$ cat src/hdl/cmfs_pkg.sv
package cmfs_pkg;

    // Default widths of the direction components and of the face coordinates.
    localparam int COMPONENT_BITS_DEF = 16;
    localparam int COORD_BITS_DEF     = 16;

    // Cube face codes, in the usual +x, -x, +y, -y, +z, -z order.
    typedef enum logic [2:0] {
        FACE_POS_X = 3'd0,
        FACE_NEG_X = 3'd1,
        FACE_POS_Y = 3'd2,
        FACE_NEG_Y = 3'd3,
        FACE_POS_Z = 3'd4,
        FACE_NEG_Z = 3'd5
    } face_t;

endpackage

$ cat src/hdl/cmfs_front.sv
module cmfs_front #(
    parameter int COMPONENT_BITS = cmfs_pkg::COMPONENT_BITS_DEF
) (
    input  logic                        clk,
    input  logic                        rst_n,
    input  logic                        in_valid,
    output logic                        in_ready,
    input  logic [COMPONENT_BITS-1:0]   dir_x,
    input  logic [COMPONENT_BITS-1:0]   dir_y,
    input  logic [COMPONENT_BITS-1:0]   dir_z,
    output logic                        cls_valid,
    input  logic                        cls_ready,
    output cmfs_pkg::face_t             cls_face,
    output logic                        cls_zero,
    output logic [COMPONENT_BITS-1:0]   cls_ma,
    output logic [COMPONENT_BITS:0]     cls_sc,
    output logic [COMPONENT_BITS:0]     cls_tc
);

    localparam int N = COMPONENT_BITS;

    logic                 valid_reg;
    logic                 valid_next;
    cmfs_pkg::face_t      face_reg;
    cmfs_pkg::face_t      face_next;
    logic                 zero_reg;
    logic                 zero_next;
    logic [N-1:0]         ma_reg;
    logic [N-1:0]         ma_next;
    logic [N:0]           sc_reg;
    logic [N:0]           sc_next;
    logic [N:0]           tc_reg;
    logic [N:0]           tc_next;

    logic [N-1:0]         ax;
    logic [N-1:0]         ay;
    logic [N-1:0]         az;
    logic [N:0]           ex;
    logic [N:0]           ey;
    logic [N:0]           ez;
    logic [N:0]           nz;
    logic                 x_pos;
    logic                 y_pos;
    logic                 z_pos;
    logic                 take;

    // Magnitudes fit in N unsigned bits, including the most negative value.
    assign ax = dir_x[N-1] ? N'(~dir_x + 1'b1) : dir_x;
    assign ay = dir_y[N-1] ? N'(~dir_y + 1'b1) : dir_y;
    assign az = dir_z[N-1] ? N'(~dir_z + 1'b1) : dir_z;

    assign ex = {dir_x[N-1], dir_x};
    assign ey = {dir_y[N-1], dir_y};
    assign ez = {dir_z[N-1], dir_z};
    assign nz = (N+1)'(~ez + 1'b1);

    assign x_pos = !dir_x[N-1] && (dir_x != '0);
    assign y_pos = !dir_y[N-1] && (dir_y != '0);
    assign z_pos = !dir_z[N-1] && (dir_z != '0);

    assign in_ready = !valid_reg || cls_ready;
    assign take     = in_valid && in_ready;

    always_comb
    begin
        valid_next = valid_reg;
        face_next  = face_reg;
        zero_next  = zero_reg;
        ma_next    = ma_reg;
        sc_next    = sc_reg;
        tc_next    = tc_reg;
        if (cls_ready)
        begin
            valid_next = 1'b0;
        end
        if (take)
        begin
            valid_next = 1'b1;
            // X wins only when strictly largest; a y/z tie goes to z.
            if ((ax > ay) && (ax > az))
            begin
                ma_next = ax;
                tc_next = ey;
                if (x_pos)
                begin
                    face_next = cmfs_pkg::FACE_POS_X;
                    sc_next   = ez;
                end
                else
                begin
                    face_next = cmfs_pkg::FACE_NEG_X;
                    sc_next   = nz;
                end
            end
            else if (ay > az)
            begin
                ma_next = ay;
                sc_next = ex;
                if (y_pos)
                begin
                    face_next = cmfs_pkg::FACE_POS_Y;
                    tc_next   = ez;
                end
                else
                begin
                    face_next = cmfs_pkg::FACE_NEG_Y;
                    tc_next   = nz;
                end
            end
            else
            begin
                ma_next = az;
                tc_next = ey;
                if (z_pos)
                begin
                    face_next = cmfs_pkg::FACE_POS_Z;
                    sc_next   = (N+1)'(~ex + 1'b1);
                end
                else
                begin
                    face_next = cmfs_pkg::FACE_NEG_Z;
                    sc_next   = ex;
                end
            end
            zero_next = (ma_next == '0);
        end
    end

    always_ff @(posedge clk or negedge rst_n)
    begin
        if (!rst_n)
        begin
            valid_reg <= 1'b0;
        end
        else
        begin
            valid_reg <= valid_next;
        end
    end

    always_ff @(posedge clk)
    begin
        face_reg <= face_next;
        zero_reg <= zero_next;
        ma_reg   <= ma_next;
        sc_reg   <= sc_next;
        tc_reg   <= tc_next;
    end

    assign cls_valid = valid_reg;
    assign cls_face  = face_reg;
    assign cls_zero  = zero_reg;
    assign cls_ma    = ma_reg;
    assign cls_sc    = sc_reg;
    assign cls_tc    = tc_reg;

endmodule

$ cat src/hdl/cmfs_queue.sv
module cmfs_queue #(
    parameter int WIDTH = 8
) (
    input  logic              clk,
    input  logic              rst_n,
    input  logic              push_valid,
    output logic              push_ready,
    input  logic [WIDTH-1:0]  push_data,
    output logic              pop_valid,
    input  logic              pop_ready,
    output logic [WIDTH-1:0]  pop_data
);

    // Two entries let the queue absorb a stall on either side.
    logic [WIDTH-1:0] mem_reg [2];
    logic             wr_ptr_reg;
    logic             wr_ptr_next;
    logic             rd_ptr_reg;
    logic             rd_ptr_next;
    logic [1:0]       count_reg;
    logic [1:0]       count_next;
    logic             push;
    logic             pop;

    assign push_ready = (count_reg != 2'd2);
    assign pop_valid  = (count_reg != 2'd0);
    assign push       = push_valid && push_ready;
    assign pop        = pop_valid && pop_ready;
    assign pop_data   = mem_reg[rd_ptr_reg];

    always_comb
    begin
        wr_ptr_next = push ? !wr_ptr_reg : wr_ptr_reg;
        rd_ptr_next = pop ? !rd_ptr_reg : rd_ptr_reg;
        count_next  = count_reg;
        if (push && !pop)
        begin
            count_next = count_reg + 2'd1;
        end
        else if (pop && !push)
        begin
            count_next = count_reg - 2'd1;
        end
    end

    always_ff @(posedge clk or negedge rst_n)
    begin
        if (!rst_n)
        begin
            wr_ptr_reg <= 1'b0;
            rd_ptr_reg <= 1'b0;
            count_reg  <= 2'd0;
        end
        else
        begin
            wr_ptr_reg <= wr_ptr_next;
            rd_ptr_reg <= rd_ptr_next;
            count_reg  <= count_next;
        end
    end

    always_ff @(posedge clk)
    begin
        if (push)
        begin
            mem_reg[wr_ptr_reg] <= push_data;
        end
    end

    a_count_bound: assert property (@(posedge clk) disable iff (!rst_n)
        count_reg != 2'd3)
        else $error("queue count out of range");

    a_ptr_track: assert property (@(posedge clk) disable iff (!rst_n)
        (count_reg == 2'd0 || count_reg == 2'd2) |-> (wr_ptr_reg == rd_ptr_reg))
        else $error("queue pointers disagree with count");

endmodule

$ cat src/hdl/cmfs_divider.sv
module cmfs_divider #(
    parameter int COMPONENT_BITS = cmfs_pkg::COMPONENT_BITS_DEF,
    parameter int COORD_BITS     = cmfs_pkg::COORD_BITS_DEF
) (
    input  logic                        clk,
    input  logic                        rst_n,
    input  logic                        in_valid,
    output logic                        in_ready,
    input  cmfs_pkg::face_t             in_face,
    input  logic                        in_zero,
    input  logic [COMPONENT_BITS-1:0]   in_ma,
    input  logic [COMPONENT_BITS:0]     in_sc,
    input  logic [COMPONENT_BITS:0]     in_tc,
    output logic                        out_valid,
    input  logic                        out_ready,
    output logic [2:0]                  face,
    output logic [COORD_BITS-1:0]       u_coord,
    output logic [COORD_BITS-1:0]       v_coord,
    output logic                        zero_vector
);

    localparam int N = COMPONENT_BITS;
    localparam int C = COORD_BITS;
    localparam int STAGES = C + 1;

    typedef struct packed {
        cmfs_pkg::face_t face;
        logic            zero;
        logic            sat_u;
        logic            sat_v;
        logic [N:0]      d;
        logic [N:0]      r_u;
        logic [N:0]      r_v;
        logic [C-1:0]    q_u;
        logic [C-1:0]    q_v;
    } stage_t;

    stage_t         st_reg   [STAGES];
    stage_t         st_next  [STAGES];
    logic           vld_reg  [STAGES];
    logic           vld_next [STAGES];
    logic           advance;
    logic [N+1:0]   t_u_wide;
    logic [N+1:0]   t_v_wide;
    logic [N+1:0]   r2_u;
    logic [N+1:0]   r2_v;
    logic [N+1:0]   d_wide;

    // The whole pipeline moves as one; it holds only when the result waits.
    assign advance  = !vld_reg[STAGES-1] || out_ready;
    assign in_ready = advance;

    // Offset each minor component by the major magnitude: 0 <= t <= 2*ma.
    assign t_u_wide = {in_sc[N], in_sc} + {2'b00, in_ma};
    assign t_v_wide = {in_tc[N], in_tc} + {2'b00, in_ma};

    always_comb
    begin
        r2_u   = '0;
        r2_v   = '0;
        d_wide = '0;
        st_next[0].face  = in_face;
        st_next[0].zero  = in_zero;
        st_next[0].d     = {in_ma, 1'b0};
        st_next[0].r_u   = t_u_wide[N:0];
        st_next[0].r_v   = t_v_wide[N:0];
        st_next[0].sat_u = (t_u_wide[N:0] == {in_ma, 1'b0});
        st_next[0].sat_v = (t_v_wide[N:0] == {in_ma, 1'b0});
        st_next[0].q_u   = '0;
        st_next[0].q_v   = '0;
        vld_next[0]      = in_valid;
        // One restoring-division step per stage, most significant bit first.
        for (int k = 1; k < STAGES; k++)
        begin
            st_next[k]  = st_reg[k-1];
            vld_next[k] = vld_reg[k-1];
            d_wide = {1'b0, st_reg[k-1].d};
            r2_u   = {st_reg[k-1].r_u, 1'b0};
            r2_v   = {st_reg[k-1].r_v, 1'b0};
            if (r2_u >= d_wide)
            begin
                r2_u = r2_u - d_wide;
                st_next[k].q_u = {st_reg[k-1].q_u[C-2:0], 1'b1};
            end
            else
            begin
                st_next[k].q_u = {st_reg[k-1].q_u[C-2:0], 1'b0};
            end
            if (r2_v >= d_wide)
            begin
                r2_v = r2_v - d_wide;
                st_next[k].q_v = {st_reg[k-1].q_v[C-2:0], 1'b1};
            end
            else
            begin
                st_next[k].q_v = {st_reg[k-1].q_v[C-2:0], 1'b0};
            end
            st_next[k].r_u = r2_u[N:0];
            st_next[k].r_v = r2_v[N:0];
        end
    end

    always_ff @(posedge clk or negedge rst_n)
    begin
        if (!rst_n)
        begin
            for (int k = 0; k < STAGES; k++)
            begin
                vld_reg[k] <= 1'b0;
            end
        end
        else if (advance)
        begin
            for (int k = 0; k < STAGES; k++)
            begin
                vld_reg[k] <= vld_next[k];
            end
        end
    end

    always_ff @(posedge clk)
    begin
        if (advance)
        begin
            for (int k = 0; k < STAGES; k++)
            begin
                st_reg[k] <= st_next[k];
            end
        end
    end

    // A zero vector reports the face center; an exact 1.0 saturates.
    assign out_valid   = vld_reg[STAGES-1];
    assign face        = st_reg[STAGES-1].face;
    assign zero_vector = st_reg[STAGES-1].zero;
    assign u_coord     = st_reg[STAGES-1].zero  ? {1'b1, {(C-1){1'b0}}} :
                         st_reg[STAGES-1].sat_u ? {C{1'b1}} : st_reg[STAGES-1].q_u;
    assign v_coord     = st_reg[STAGES-1].zero  ? {1'b1, {(C-1){1'b0}}} :
                         st_reg[STAGES-1].sat_v ? {C{1'b1}} : st_reg[STAGES-1].q_v;

    a_zero_face: assert property (@(posedge clk) disable iff (!rst_n)
        (out_valid && zero_vector) |-> (face == cmfs_pkg::FACE_NEG_Z))
        else $error("zero vector reported on a face other than -z");

    a_entry_hold: assert property (@(posedge clk) disable iff (!rst_n)
        (vld_reg[0] && !advance) |=> (vld_reg[0] && $stable(st_reg[0])))
        else $error("pipeline entry changed during a stall");

endmodule

$ cat src/hdl/cube_map_face_uv_select_top.sv
// Cube map face selection with face coordinates u and v in Q0.COORD_BITS.
// A transaction is registered in the front, then in the queue, then in each divider stage.
// Throughput: one transaction per cycle while out_ready holds, set by the one-bit-per-stage divider pipeline.
// A two-entry queue between classifier and divider absorbs stalls on either side.
// Reset (rst_n, asynchronous, active low) clears all valid flags; no results are pending.
module cube_map_face_uv_select_top #(
    parameter int COMPONENT_BITS = cmfs_pkg::COMPONENT_BITS_DEF,
    parameter int COORD_BITS     = cmfs_pkg::COORD_BITS_DEF
) (
    input  logic                        clk,
    input  logic                        rst_n,
    input  logic                        in_valid,
    output logic                        in_ready,
    input  logic [COMPONENT_BITS-1:0]   dir_x,
    input  logic [COMPONENT_BITS-1:0]   dir_y,
    input  logic [COMPONENT_BITS-1:0]   dir_z,
    output logic                        out_valid,
    input  logic                        out_ready,
    output logic [2:0]                  face,
    output logic [COORD_BITS-1:0]       u_coord,
    output logic [COORD_BITS-1:0]       v_coord,
    output logic                        zero_vector
);

    localparam int N = COMPONENT_BITS;

    // A classified transaction: the face, the major magnitude and the two
    // minor components already chosen and negated for that face.
    typedef struct packed {
        cmfs_pkg::face_t face;
        logic            zero;
        logic [N-1:0]    ma;
        logic [N:0]      sc;
        logic [N:0]      tc;
    } cls_t;

    logic  cls_valid;
    logic  cls_ready;
    cls_t  cls_in;
    logic  q_valid;
    logic  q_ready;
    cls_t  q_out;

    // Front: takes a direction every cycle while its output is taken, picks the major axis and the face.
    cmfs_front #(
        .COMPONENT_BITS (COMPONENT_BITS)
    ) u_front (
        .clk       (clk),
        .rst_n     (rst_n),
        .in_valid  (in_valid),
        .in_ready  (in_ready),
        .dir_x     (dir_x),
        .dir_y     (dir_y),
        .dir_z     (dir_z),
        .cls_valid (cls_valid),
        .cls_ready (cls_ready),
        .cls_face  (cls_in.face),
        .cls_zero  (cls_in.zero),
        .cls_ma    (cls_in.ma),
        .cls_sc    (cls_in.sc),
        .cls_tc    (cls_in.tc)
    );

    // The queue decouples the classifier from the divider so that each side
    // stalls on its own without losing the one-per-cycle rate.
    cmfs_queue #(
        .WIDTH ($bits(cls_t))
    ) u_queue (
        .clk        (clk),
        .rst_n      (rst_n),
        .push_valid (cls_valid),
        .push_ready (cls_ready),
        .push_data  (cls_in),
        .pop_valid  (q_valid),
        .pop_ready  (q_ready),
        .pop_data   (q_out)
    );

    // Back: one prep stage forms sc+ma, tc+ma and 2*ma, then COORD_BITS
    // restoring steps produce both quotients in lockstep.
    cmfs_divider #(
        .COMPONENT_BITS (COMPONENT_BITS),
        .COORD_BITS     (COORD_BITS)
    ) u_divider (
        .clk         (clk),
        .rst_n       (rst_n),
        .in_valid    (q_valid),
        .in_ready    (q_ready),
        .in_face     (q_out.face),
        .in_zero     (q_out.zero),
        .in_ma       (q_out.ma),
        .in_sc       (q_out.sc),
        .in_tc       (q_out.tc),
        .out_valid   (out_valid),
        .out_ready   (out_ready),
        .face        (face),
        .u_coord     (u_coord),
        .v_coord     (v_coord),
        .zero_vector (zero_vector)
    );

endmodule

$ cat config.mk
export PLATFORM = sky130hd
export DESIGN_NAME = cube_map_face_uv_select_top
export DESIGN_NICKNAME = d
export VERILOG_FILES = /design/src/hdl/cmfs_pkg.sv /design/src/hdl/cmfs_front.sv /design/src/hdl/cmfs_queue.sv /design/src/hdl/cmfs_divider.sv /design/src/hdl/cube_map_face_uv_select_top.sv
export SDC_FILE = /design/constraint.sdc
export NUM_CORES = 2
export LEC_CHECK = 0
export ABC_AREA = 0
export BUFFER_PORTS_ARGS = -buffer_cell sky130_fd_sc_hd__buf_2
export CAP_MARGIN = 20
export CORE_UTILIZATION = 55
export CTS_CLUSTER_DIAMETER = 60
export DETAILED_ROUTE_END_ITERATION = 10
export GPL_TIMING_DRIVEN = 1
export PLACE_DENSITY = 0.71
export SLEW_MARGIN = 25
export SYNTH_ARGS = -nofsm -noshare
export SYNTH_HDL_FRONTEND = slang
export SYNTH_SLANG_ARGS = --single-unit
export TNS_END_PERCENT = 50
$ cat constraint.sdc
create_clock -name clk -period 81 [get_ports clk]
set_input_delay 12.15 -clock clk [delete_from_list [all_inputs] [get_ports clk]]
set_output_delay 12.15 -clock clk [all_outputs]
set_load 0.1 [all_outputs]
==> metrics.yaml <==
status: "finished with violations"
violations: "DRC"
synth_area_um2: 74400
drc: 2
period_share: 0.205
design.die.area_um2: 137000
critPathLaunchType: "input port"
dieWidth_um: 370
antenna_cells: 0
initial_core_util: 0.556
overflow: 0
layout_setup_ws_ns: 64.41
hold_class: "flip-flop to flip-flop"
skew_ns: 0.0294
drive_gt1_frac: 0.133
cts_buffers: 152
crit_slowest_cell: "nor3b_1"
synthCells: 6227
cp_data_arrival_time_ns: 17.24
pre_cts_ws_ns: 63.56
drt_iter0_markers: 3740
ant_nets: 0
clock_latency_ns: 0.79
finalCriticalPeriod_ns: 16.59
gp_congestion: 0.923
portBuffers: 89
hpwl_um: 136000
antenna_found_initial: 1
setup_viol: 0
cts_buffer_depth: 3
cts-root-buf: "clkbuf_16"
drt-total-wl_um: 178000
post-route-util: 0.614
clkSlewWorstSetupHoldPaths_ns: 0.06
rsz0062_at_grt: "no"
areaGrowthSynthToFinish_pct: 10.4
synth_edf_count: 1306
vias: 48687
synth_area_per_cell_um2: 11.9
cpPeakStageDelay_ns: 0.52
cp.required_ns: 81.65
grt_util_all_layers: 0.259
grt_pass1_vias: 47616
drtPass1Iterations: 11
core_area_um2: 134000
core.rowCount: 134
maxCapViolations: 0
grt_start_max_net_pins: 85
maxSlewViolCount: 0
cts_resized: 0
cts_max_level: 4
finalHoldViolations: 0
slew_headroom: 0.302
fmax_mhz: 60.3
ys_async_sr_fraction: 0.0166
dpl_cell_area_um2: 77100
critical_path.most_common_cell: "nor4_1"
ios: 90
syn_nets: 6901
synth-main-ff-cell: "edfxtp_1"
ys_types: 74
routedWlPerCell_um: 21.4
fin_setup_tns_ns: 0
cts-hold-fix-buffers: 0
die_y_um: 370
vias_per_cell: 5.85
final_area_um2: 82100
critical-path-top-delay-family: "simple AND/OR/NAND/NOR gates"
cts_tree: "built"
final_nets: 7106
ys_ff_latch: 1328
synth_warnings: 0
cp_max_fo: 24
worst_pin_slew_ns: 1.05
clock_sinks: 1328
grt_pass1_wl_um: 271000
largest_reg_flops: 1144
crit_chain: "buf_2 -> inv_1 -> ha_1 -> nor3b_1 -> nand3_1 -> nor4_1 -> a21o_1 -> xnor2_1 -> ha_1 -> nand4_1 -> nor4_1 -> a221oi_2 -> a221oi_4 -> buf_4 -> mux2_2 -> nor4_1 -> and4_1"
crit_buf_inv: 3
post-cts-setup-buffers: 0
yosysSeqAreaShare: 0.535
critical_path_class: "input port to flip-flop"
cp-end-kind: "flip-flop"
[area by class of cell]
cell class | count | area (um2)
clock buffer | 182 | 4080
tap | 1768 | 2210
multi-input combinational | 4274 | 32300
sequential | 1328 | 39800
clock inverter | 97 | 917
timing repair buffer | 132 | 792
fill | 10513 | 51700
inverter | 544 | 2040
[per-layer routing]
layer,vias to the layer above,global-route usage,routed length [um]
met5,-,0,13
met4,2,0.0908,5790
met3,311,0.0324,7280
met2,1203,0.450,88200
met1,23592,0.332,76900
li1,23579,-,-
[worst register-to-register path, delay by kind of cell (launching register included)]
family,cells,cell delay (ns)
simple gates,4,1.57
compound gates,5,1.01
buf+inv,1,0.68
flops,1,0.61
fa+ha+maj,2,0.61
mux,1,0.45
xor+xnor,2,0.33
[cells in the mapped netlist (all sizes together), types with 14 or more instances]
| master | number | area share |
|---|---|---|
| o2111ai | 17 | 0.0020 |
| nand2 | 285 | 0.014 |
| o31ai | 27 | 0.0029 |
| o311ai | 14 | 0.0016 |
| o31a | 15 | 0.0018 |
| nand3 | 62 | 0.0042 |
| nor2 | 582 | 0.029 |
| a211oi | 48 | 0.0048 |
| dfrtp | 22 | 0.0074 |
| and3 | 66 | 0.0056 |
| nor3 | 214 | 0.014 |
| a31oi | 49 | 0.0041 |
| o211ai | 37 | 0.0037 |
| nand2b | 69 | 0.0058 |
| a21o | 36 | 0.0036 |
| edfxtp | 1306 | 0.53 |
| o21a | 66 | 0.0067 |
| o41ai | 35 | 0.0042 |
| or2 | 43 | 0.0036 |
| buf | 15 | 0.0013 |
| xnor2 | 268 | 0.032 |
| o21ai | 307 | 0.021 |
| ha | 590 | 0.099 |
| nor2b | 120 | 0.010 |
| o32ai | 26 | 0.0031 |
| fa | 32 | 0.0086 |
| or3 | 68 | 0.0057 |
| clkbuf | 66 | 0.0033 |
| a2111oi | 14 | 0.0016 |
| and2 | 33 | 0.0028 |
| mux2 | 428 | 0.065 |
| nor4 | 38 | 0.0032 |
| a21boi | 119 | 0.012 |
| a22oi | 14 | 0.0014 |
| nand4 | 119 | 0.010 |
| mux2i | 77 | 0.010 |
| a21oi | 152 | 0.010 |
| nand3b | 16 | 0.0016 |
| xor2 | 97 | 0.011 |
| inv | 544 | 0.027 |
[final timing paths]
path	from	to	slack (ns)	cells past startpoint
setup / recovery	dir_x[0]	u_front.cls_zero$_DFFE_PP_	64.41	17
setup reg to reg	u_queue.rd_ptr_reg$_DFFE_PN0P_	u_divider.st_reg[0][83]$_DFFE_PN_	75.45	15
hold / removal	u_divider.st_reg[0][1077]$_DFFE_PN_	u_divider.st_reg[0][1167]$_DFFE_PN_	0.41	0
min in group asynchronous	rst_n	u_divider.out_valid$_DFFE_PN0N_	11.34	1
max in group asynchronous	rst_n	u_queue.rd_ptr_reg$_DFFE_PN0P_	69.29	1
hold reg to reg	u_divider.st_reg[0][1077]$_DFFE_PN_	u_divider.st_reg[0][1167]$_DFFE_PN_	0.41	0
[metrics by stage]
step | hold slack [ns] | cells
6_report | 0.409 | 8325
5_1_grt | 0.413 | 8325
4_1_cts | 0.403 | 8324
3_5_place_dp | 0.405 | 8045
3_3_place_gp | 0.400 | 8045
2_1_floorplan | 0.400 | 6227
[cells by family after synthesis]
logic type / Yosys count / synth area share
compound gates: 1048 / 0.0936
xor+xnor: 367 / 0.0436
fa+ha+maj: 625 / 0.108
buf+inv: 625 / 0.0320
flops: 1328 / 0.535
mux: 505 / 0.0755
simple gates: 1729 / 0.112
[placed cells by master, fill, tap and decap left out, types with 68 or more instances in the layout]
master     count
edfxtp_1    1306
ha_1         590
nor2_1       568
inv_1        542
mux2_2       421
o21ai_0      294
nand2_1      285
xnor2_1      268
nor3_1       213
clkbuf_16    159
a21oi_1      152
nor2b_1      120
a21boi_0     119
nand4_1      119
xor2_1        97
buf_2         89
mux2i_1       77
nand2b_1      68
or3_1         68
Power is left out: the tool's default activity adds up to more than one toggle a clock period on the data nets, which glitch-free logic cannot reach.
